[src/rtl/spfs_pkg.sv]
package spfs_pkg;

    localparam int unsigned PHASE_W = 9;
    localparam int unsigned STEP_W  = 5;
    localparam int unsigned BYTE_W  = 8;

    localparam logic [PHASE_W-1:0] PH_EYE_B_LOW   = 9'd40;
    localparam logic [PHASE_W-1:0] PH_SYNC_HIGH   = 9'd180;
    localparam logic [PHASE_W-1:0] PH_EYE_B_HIGH  = 9'd200;
    localparam logic [PHASE_W-1:0] PH_SEND_FIRST  = 9'd210;
    localparam logic [PHASE_W-1:0] PH_EYE_A_LOW   = 9'd240;
    localparam logic [PHASE_W-1:0] PH_SEND_SECOND = 9'd252;
    localparam logic [PHASE_W-1:0] PH_SYNC_LOW    = 9'd380;
    localparam logic [PHASE_W-1:0] PH_FRAME_END   = 9'd400;

    localparam logic [STEP_W-1:0] LAST_STEP = 5'd16;

    localparam logic [BYTE_W-1:0] FRAME_VALUE_RESET = 8'hA4;

    // Register indexes of the configuration port.
    localparam logic REG_FRAME_VALUE = 1'b0;

    // Levels and events produced by the phase unit for one tick.
    typedef struct packed {
        logic start;
        logic eye_a;
        logic eye_b;
        logic sync;
    } phase_evt_t;

    // Serial line levels after one tick.
    typedef struct packed {
        logic clock;
        logic data;
    } ser_lines_t;

endpackage

[src/rtl/spfs_phase.sv]
module spfs_phase import spfs_pkg::*; (
    input  logic       aclk,
    input  logic       aresetn,
    input  logic       advance,
    output phase_evt_t evt_next
);

    logic [PHASE_W-1:0] phase_reg;
    logic [PHASE_W-1:0] phase_next;
    logic [PHASE_W-1:0] phase_inc;
    logic               eye_a_reg, eye_a_next;
    logic               eye_b_reg, eye_b_next;
    logic               sync_reg, sync_next;
    logic               start;

    always_comb begin
        phase_inc  = phase_reg + 1'b1;
        phase_next = phase_reg;
        eye_a_next = eye_a_reg;
        eye_b_next = eye_b_reg;
        sync_next  = sync_reg;
        start      = 1'b0;
        if (advance) begin
            phase_next = phase_inc;
            unique case (phase_inc)
                PH_EYE_B_LOW:   eye_b_next = 1'b0;
                PH_SYNC_HIGH:   sync_next  = 1'b1;
                PH_EYE_B_HIGH:  eye_b_next = 1'b1;
                PH_SEND_FIRST:  start      = 1'b1;
                PH_EYE_A_LOW:   eye_a_next = 1'b0;
                PH_SEND_SECOND: start      = 1'b1;
                PH_SYNC_LOW:    sync_next  = 1'b0;
                PH_FRAME_END: begin
                    eye_a_next = 1'b1;
                    phase_next = '0;
                end
                default: ;
            endcase
        end
    end

    always_ff @(posedge aclk) begin
        if (!aresetn) begin
            phase_reg <= '0;
            eye_a_reg <= 1'b0;
            eye_b_reg <= 1'b0;
            sync_reg  <= 1'b0;
        end else begin
            phase_reg <= phase_next;
            eye_a_reg <= eye_a_next;
            eye_b_reg <= eye_b_next;
            sync_reg  <= sync_next;
        end
    end

    assign evt_next = '{start: start, eye_a: eye_a_next, eye_b: eye_b_next, sync: sync_next};

endmodule

[src/rtl/spfs_ser.sv]
module spfs_ser import spfs_pkg::*; (
    input  logic              aclk,
    input  logic              aresetn,
    input  logic              advance,
    input  logic              start,
    input  logic [BYTE_W-1:0] frame_value,
    output ser_lines_t        lines_next
);

    logic [STEP_W-1:0] step_reg, step_next, step_cur;
    logic              sending_reg, sending_next, sending_cur;
    logic [BYTE_W-1:0] shift_reg, shift_next, shift_cur;
    logic              clock_reg, clock_next;
    logic              data_reg, data_next;

    always_comb begin
        // A start reloads the step and the byte, then the first step runs in the same tick.
        step_cur    = start ? '0 : step_reg;
        sending_cur = start | sending_reg;
        shift_cur   = start ? frame_value : shift_reg;

        step_next    = step_reg;
        sending_next = sending_reg;
        shift_next   = shift_reg;
        clock_next   = clock_reg;
        data_next    = data_reg;
        if (advance) begin
            step_next    = step_cur;
            sending_next = sending_cur;
            shift_next   = shift_cur;
            if (sending_cur) begin
                if (step_cur[0]) begin
                    clock_next = 1'b1;
                end else begin
                    clock_next = 1'b0;
                    data_next  = shift_cur[BYTE_W-1];
                    shift_next = {shift_cur[BYTE_W-2:0], 1'b0};
                end
                if (step_cur == LAST_STEP) begin
                    sending_next = 1'b0;
                end else begin
                    step_next = step_cur + 1'b1;
                end
            end
        end
    end

    always_ff @(posedge aclk) begin
        if (!aresetn) begin
            step_reg    <= '0;
            sending_reg <= 1'b0;
            shift_reg   <= '0;
            clock_reg   <= 1'b0;
            data_reg    <= 1'b0;
        end else begin
            step_reg    <= step_next;
            sending_reg <= sending_next;
            shift_reg   <= shift_next;
            clock_reg   <= clock_next;
            data_reg    <= data_next;
        end
    end

    assign lines_next = '{clock: clock_next, data: data_next};

endmodule

[src/rtl/sync_phase_and_frame_serializer_top.sv]
// Sync phase generator and frame-value serializer.
//
// Each input transaction on s_* carries one tick flag in s_tdata[0]. A tick of one
// advances a 400-step frame counter that drives the eye A, eye B and main sync
// levels, and twice per frame starts sending frame_value MSB first on the
// serial clock and data lines over 17 ticks. A tick of zero changes nothing.
// Every input transaction yields exactly one output transaction on m_* with
// the levels after that tick.
//
// The result is registered: it is in the output register on the cycle
// after the input is accepted. One transaction per cycle is sustained
// unless the receiver stalls; state update and result capture both
// happen on the accept edge. When the receiver stalls, the output register
// holds and s_tready drops until the result is taken, so nothing is lost.
//
// Reset (aresetn low, synchronous) clears all levels and the counter and
// loads frame_value with 0xA4. frame_value sits at APB address 0 and is
// sampled whenever a transmission starts.
module sync_phase_and_frame_serializer_top import spfs_pkg::*; (
    input  logic        aclk,
    input  logic        aresetn,

    input  logic        s_tvalid,
    output logic        s_tready,
    input  logic [7:0]  s_tdata,   // [0] tick, [7:1] zero

    output logic        m_tvalid,
    input  logic        m_tready,
    output logic [7:0]  m_tdata,   // [0] eye_a_sync, [1] eye_b_sync, [2] main_sync,
                                   // [3] serial_clock, [4] serial_data, [7:5] zero

    input  logic        psel,
    input  logic        penable,
    input  logic        pwrite,
    input  logic [2:0]  paddr,
    input  logic [31:0] pwdata,
    output logic [31:0] prdata,
    output logic        pready
);

    logic [BYTE_W-1:0] frame_value_reg;
    logic              m_tvalid_reg;
    logic [4:0]        result_reg;
    logic              accept;
    logic              advance;
    phase_evt_t        evt_next;
    ser_lines_t        lines_next;

    assign pready   = 1'b1;
    assign prdata   = (paddr[2] == REG_FRAME_VALUE) ? {24'd0, frame_value_reg} : 32'd0;

    assign s_tready = !m_tvalid_reg || m_tready;
    assign accept   = s_tvalid && s_tready;
    assign advance  = accept && s_tdata[0];

    spfs_phase u_phase (
        .aclk     (aclk),
        .aresetn  (aresetn),
        .advance  (advance),
        .evt_next (evt_next)
    );

    spfs_ser u_ser (
        .aclk        (aclk),
        .aresetn     (aresetn),
        .advance     (advance),
        .start       (evt_next.start),
        .frame_value (frame_value_reg),
        .lines_next  (lines_next)
    );

    always_ff @(posedge aclk) begin
        if (!aresetn) begin
            frame_value_reg <= FRAME_VALUE_RESET;
            m_tvalid_reg    <= 1'b0;
        end else begin
            if (psel && penable && pwrite && pready && paddr[2] == REG_FRAME_VALUE) begin
                frame_value_reg <= pwdata[BYTE_W-1:0];
            end
            if (accept) begin
                m_tvalid_reg <= 1'b1;
            end else if (m_tready) begin
                m_tvalid_reg <= 1'b0;
            end
        end
    end

    always_ff @(posedge aclk) begin
        if (accept) begin
            result_reg <= {lines_next.data, lines_next.clock, evt_next.sync,
                           evt_next.eye_b, evt_next.eye_a};
        end
    end

    assign m_tvalid = m_tvalid_reg;
    assign m_tdata  = {3'd0, result_reg};

endmodule
[config.mk]
export PLATFORM = sky130hd
export DESIGN_NAME = sync_phase_and_frame_serializer_top
export DESIGN_NICKNAME = d
export VERILOG_FILES = /design/src/rtl/spfs_pkg.sv /design/src/rtl/spfs_phase.sv /design/src/rtl/spfs_ser.sv /design/src/rtl/sync_phase_and_frame_serializer_top.sv
export SDC_FILE = /design/constraint.sdc
export NUM_CORES = 1
export LEC_CHECK = 0
export ABC_AREA = 1
export ABC_CLOCK_PERIOD_IN_PS = 6300
export BUFFER_PORTS_ARGS = -buffer_cell sky130_fd_sc_hd__buf_2
export CORE_MARGIN = 2
export CORE_UTILIZATION = 50
export CTS_CLUSTER_DIAMETER = 30
export DETAILED_ROUTE_END_ITERATION = 12
export GPL_TIMING_DRIVEN = 0
export PLACE_DENSITY = 0.78
export SLEW_MARGIN = 20
export SYNTH_ARGS = -nofsm -noshare
export SYNTH_HDL_FRONTEND = slang
export SYNTH_SLANG_ARGS = --single-unit
[constraint.sdc]
create_clock -name aclk -period 6.3 [get_ports aclk]
set_clock_uncertainty 0.15 [all_clocks]
set_input_delay 0.63 -clock aclk [delete_from_list [all_inputs] [get_ports aclk]]
set_output_delay 0.63 -clock aclk [all_outputs]
set_load 0.02 [all_outputs]
**Word-level counts from Yosys, hierarchy flattened**

Index checks and enable logic that the tools add are counted.

- Register bits: 42
- Latch bits: 0
- Bits in writable memories: 0
- ROM bits: 0
- Memories: 0

- Add/sub/neg operators: 2
- $mul: 0
- Div/mod/pow operators: 0
- Magnitude comparators: 0
- Equal/unequal tests: 9
- Shifts and indexed selects: 0
- Mux-type cells: 26
- Bitwise logic cells: 2
- Reduce and logical (&&, ||, !) cells: 9

Operator list:

| kind | number |
|---|---|
| $eq 9x8->1 const B | 5 |
| $mux 8 | 4 |
| $eq 9x9->1 const B | 2 |
| $mux 1 | 15 |
| $mux 5 | 3 |
| $add 9x1->9 const B | 1 |
| $eq 9x6->1 const B | 1 |
| $mux 9 | 1 |
| $pmux 1 s2 | 3 |
| $add 5x1->5 const B | 1 |
| $eq 5x5->1 const B | 1 |
| $logic_and 1x1->1 | 5 |
| $reduce_bool 2->1 | 1 |
| $reduce_or 2->1 | 1 |
| $logic_not 1->1 | 1 |
| $logic_or 1x1->1 | 1 |
| $not 1->1 | 1 |
| $or 1x1->1 | 1 |

**Longest topological paths before layout**

- Depth in word-level cells: 9
- Depth in mapped cells: 16

**By module**

A second synthesis with hierarchy kept.

- Cells, all modules: 401
- Area total of the unflattened synthesis: 2693.8 µm²

Modules (own cells, without submodules):

| module | instances | cells an instance | area each (µm²) | sequential area each (µm²) |
|---|---|---|---|---|
| spfs_ser | 1 | 153 | 925.9 | 320.3 |
| spfs_phase | 1 | 137 | 898.4 | 240.2 |
| sync_phase_and_frame_serializer_top | 1 | 111 | 869.6 | 330.3 |

**Worst setup path before layout**

Ideal clock, no wire load.

- Path kind: input to register
- From: input port m_tready
- To: register result_reg[4], data pin
- Library setup time: 256 ps
- Arrival: 2098 ps
- Path slack: 3796 ps
- Stages: 12
- Buffers on the path: 1
- Cell sequence: inv_1 -> nand2_1 -> nand2_1 -> nor2_2 -> nand3_1 -> nor2_2 -> nand2_2 -> buf_4 -> nand2_2 -> nand2_2 -> o21ai_1 -> inv_1

- Cells in the longest elaborated chain, start to end: 8
- Elaborated cells between the ends (all ways): 10

RTL lines:

| element | RTL line | RTL |
|---|---|---|
| start: declaration | sync_phase_and_frame_serializer_top.sv:28 | `input logic m_tready,` |
| $logic_or 1x1->1 * | sync_phase_and_frame_serializer_top.sv:52 | `assign s_tready = !m_tvalid_reg \|\| m_tready;` |
| named net s_tready | sync_phase_and_frame_serializer_top.sv:24 | `output logic s_tready,` |
| $logic_and 1x1->1 * | sync_phase_and_frame_serializer_top.sv:53 | `assign accept = s_tvalid && s_tready;` |
| $logic_and 1x1->1 * | sync_phase_and_frame_serializer_top.sv:54 | `assign advance = accept && s_tdata[0];` |
| $mux 1 | spfs_phase.sv:23 | `if (advance) begin` |
| $mux 8 or $mux 5 (tied branches) | spfs_ser.sv:20, spfs_ser.sv:18 |  |
| $mux 1 | spfs_ser.sv:32 | `if (step_cur[0]) begin` |
| $mux 1 | spfs_ser.sv:31 | `if (sending_cur) begin` |
| $mux 1 * | spfs_ser.sv:27 | `if (advance) begin` |
| named net u_ser.data_next | spfs_ser.sv:14 | `logic data_reg, data_next;` |
| end signal: assignment | sync_phase_and_frame_serializer_top.sv:90 | `result_reg <= {lines_next.data, lines_next.clock, evt_next.sync,` |
| end: declaration | sync_phase_and_frame_serializer_top.sv:43 | `logic [4:0] result_reg;` |

The timed path passes the listed nets; every way through them passes the cells marked *.
A chain may end at the register's enable or synchronous reset.

**Worst setup path after layout**

- From: register u_phase.phase_reg[0]
- To: register result_reg[4], data pin

- Cells in the longest elaborated chain, start to end: 9
- Elaborated cells between the ends (all ways): 12

RTL lines:

| element | RTL line | RTL |
|---|---|---|
| start: declaration | spfs_phase.sv:8 | `logic [PHASE_W-1:0] phase_reg;` |
| start signal: assignment | spfs_phase.sv:49 | `phase_reg <= phase_next;` |
| $add 9x1->9 * | spfs_phase.sv:17 | `phase_inc = phase_reg + 1'b1;` |
| $eq 9x8->1 | spfs_phase.sv:25 | `unique case (phase_inc)` |
| $reduce_or 2->1 (no source line) * | - |  |
| $mux 1 * | spfs_phase.sv:25 |  |
| $mux 1 * | spfs_phase.sv:23 |  |
| $mux 8 or $mux 5 (tied branches) | spfs_ser.sv:20, spfs_ser.sv:18 |  |
| $mux 1 | spfs_ser.sv:32 |  |
| $mux 1 * | spfs_ser.sv:31 |  |
| $mux 1 * | spfs_ser.sv:27 |  |
| named net u_ser.data_next | spfs_ser.sv:14 |  |

Marked as above.

==> flow_summary.toml <==
[status]
outcome = "finished clean"

[cts]
cts_root_buf = "clkbuf_8"
clock_path_buffers = 2
htreeDepth = 2
cts_setup_buffers = 0
hold_buffers = 0
path_clk_slew_ns = 0.08
tritoncts = "built"
cts_num_sinks = 42
cts-resized-gates = 0
clk_latency_ns = 0.31
numCtsBuffers = 5

[sta]
tns_ns = 0
setup_viol = 0
setup_ws_ns = 3.735
rsz0062_at_grt = "no"
min_period_ns = 2.565
whs_ns = 0.3306
fin_crit_sh_pct = 40.72
fmax_mhz = 389.9
drv_slew = 0
hold_violations = 0

[floorplan]
chipHeight_um = 74.09
io_pins = 93
die-area_mm2 = 0.005489
core.rowCount = 25
die_x_um = 74.09
fp.coreArea_mm2 = 0.004723
initial_core_util_pct = 52.00

[placement]
io_buffers = 30
dpl_worst_slack_ns = 3.566
place_inst = 488
routabilityCongestion = 0.9174
dp_hpwl_mm = 3.733

[setup_path]
crit_type = "reg2reg"
cp.required_ns = 6.22
r2r_cells = 12
cp-start-kind = "flip-flop"
cp_slowest_cell = "dfxtp_1"
max_stage_delay_ns = 0.43
setup.worst_path.end_class = "flip-flop"
path_common_cell = "nand2_2"
critPathMaxFanout = 10
path_cells = "ha_1, nand2_2, nor2_4, xor2_2, nand3_1, nand2_1, nand2_2, buf_4, nand2_2, nand2_2, o21ai_1, inv_1"
critical_path_arrival_ns = 2.48

[grt]
grt_max_degree = 13
grt-ovfl-total = 0
grt_usage_pct = 19.35
grt_pass1_vias = 1926
grt_pass1_wl_mm = 8.349
antenna_found_initial = 0

[route]
vias = 2287
wirelength_mm = 4.989
drt_iter0_drc = 148
ant_nets = 0
viasPerCell = 4.611
drc_errors = 0
routedWlPerCell_um = 10.06
drt_first_pass_iters = 5

[logic_synthesis]
synth_area_per_cell_um2 = 6.729
ys.flop_type = "dfxtp_1"
synth_area_mm2 = 0.002456
ys_ff_latch = 42
synth_cells = 365
async_flop_share_pct = 0
ys.warnings.count = 0
yosysSeqAreaShare_pct = 36.27
synth_edf_count = 5
ys_types = 30

[power_and_ir_drop]
p_per_area_mw_per_mm2 = 192.2
vdd_ir_drop_max_v = 0.0001052
total_power_w = 0.0005534
p_leak_nw = 1.447

[layout]
largest_reg_flops = 9
seqCellArea_um2 = 890.9
layout_common_cells = "87 x nand2_1, 46 x inv_1, 39 x nor2_1"
layout_commonest_cell = "nand2_1"
finalNonFillerCells = 496
final_nets = 481
diodes = 0
multi_input_area_mm2 = 0.001212
nFillCells = 466
area_growth_pct = 17.22
layout-drive-gt1-share_pct = 19.58

[worst_hold_path]
hold_path_depth = 2
hold_class = "reg2reg"

[run]
drv_cap = 0
-- cell usage after synthesis (3+ instances only) --
master | n | area share (%)
nand4_1 | 5 | 1.3
o21ai_0 | 12 | 2.4
nand2_1 | 87 | 13
clkbuf_1 | 8 | 1.2
buf_4 | 30 | 9.2
o211ai_1 | 3 | 0.92
edfxtp_1 | 5 | 6.1
nand3_1 | 25 | 5.1
a21oi_1 | 18 | 3.7
nand2_2 | 5 | 1.3
inv_1 | 46 | 7.0
nor2_2 | 3 | 0.76
ha_1 | 3 | 1.5
dfxtp_1 | 37 | 30
o21a_1 | 7 | 2.1
nor2_1 | 39 | 6.0
o21ai_1 | 11 | 2.2
inv_2 | 5 | 0.76
-- worst max-delay path, delay by kind of cell, from the launching register on --
family	cells	cell delay [ns]
AND/OR/NAND/NOR	7	0.84
flip-flops	1	0.43
buffers and inverters	2	0.26
XOR/XNOR	1	0.25
adder cells (fa/ha/maj)	1	0.21
AO/OA/AOI/OAI	1	0.18
-- metal layers --
| layer | track usage, % | vias up | wire [um] |
|---|---|---|---|
| met3 | 4.607 | 12 | 323 |
| li1 | - | 1217 | - |
| met1 | 24.27 | 979 | 2227 |
| met2 | 32.14 | 79 | 2320 |
| met4 | 7.677 | 0 | 118 |
| met5 | 0 | - | 0 |
-- per-stage QoR --
stage,utilization [%],cell area [um^2]
6_report,60.95,2879
5_1_grt,60.95,2879
4_1_cts,60.95,2879
3_5_place_dp,59.02,2788
3_3_place_gp,59.02,2788
2_1_floorplan,-,2554
-- where the power goes --
part / internal, W / switching [W]
sequential: 0.000280 / 0.00000635
clock: 0.0000884 / 0.0000931
combinational: 0.0000320 / 0.0000537
total: 0.000400 / 0.000153
-- logic make-up after synthesis --
family,after synthesis,synth area share [%]
compound gates,56,13.35
simple gates,171,29.55
other cells,2,0.3058
xor+xnor,1,0.6624
fa+ha+maj,3,1.528
buf+inv,90,18.34
flops,42,36.27
-- final cells by class --
| cell class | count | share of cell area [%] |
|---|---|---|
| Buffer | 38 | 8.866 |
| Clock buffer | 7 | 2.999 |
| Clock inverter | 1 | 0.1738 |
| Inverter | 52 | 6.780 |
| Multi-Input combinational cell | 259 | 42.11 |
| Sequential cell | 42 | 30.94 |
| Tap cell | 67 | 2.912 |
| Timing Repair Buffer | 30 | 5.215 |
-- path summary, 6_finish.rpt --
path,start,endpoint,slack (ns)
hold reg to reg,u_ser.step_reg[3],u_ser.step_reg[3],0.33
setup reg to reg,u_phase.phase_reg[0],result_reg[4],3.73
setup / recovery,u_phase.phase_reg[0],result_reg[4],3.73
hold / removal,u_ser.step_reg[3],u_ser.step_reg[3],0.33
(Power assumes the default switching activity.)
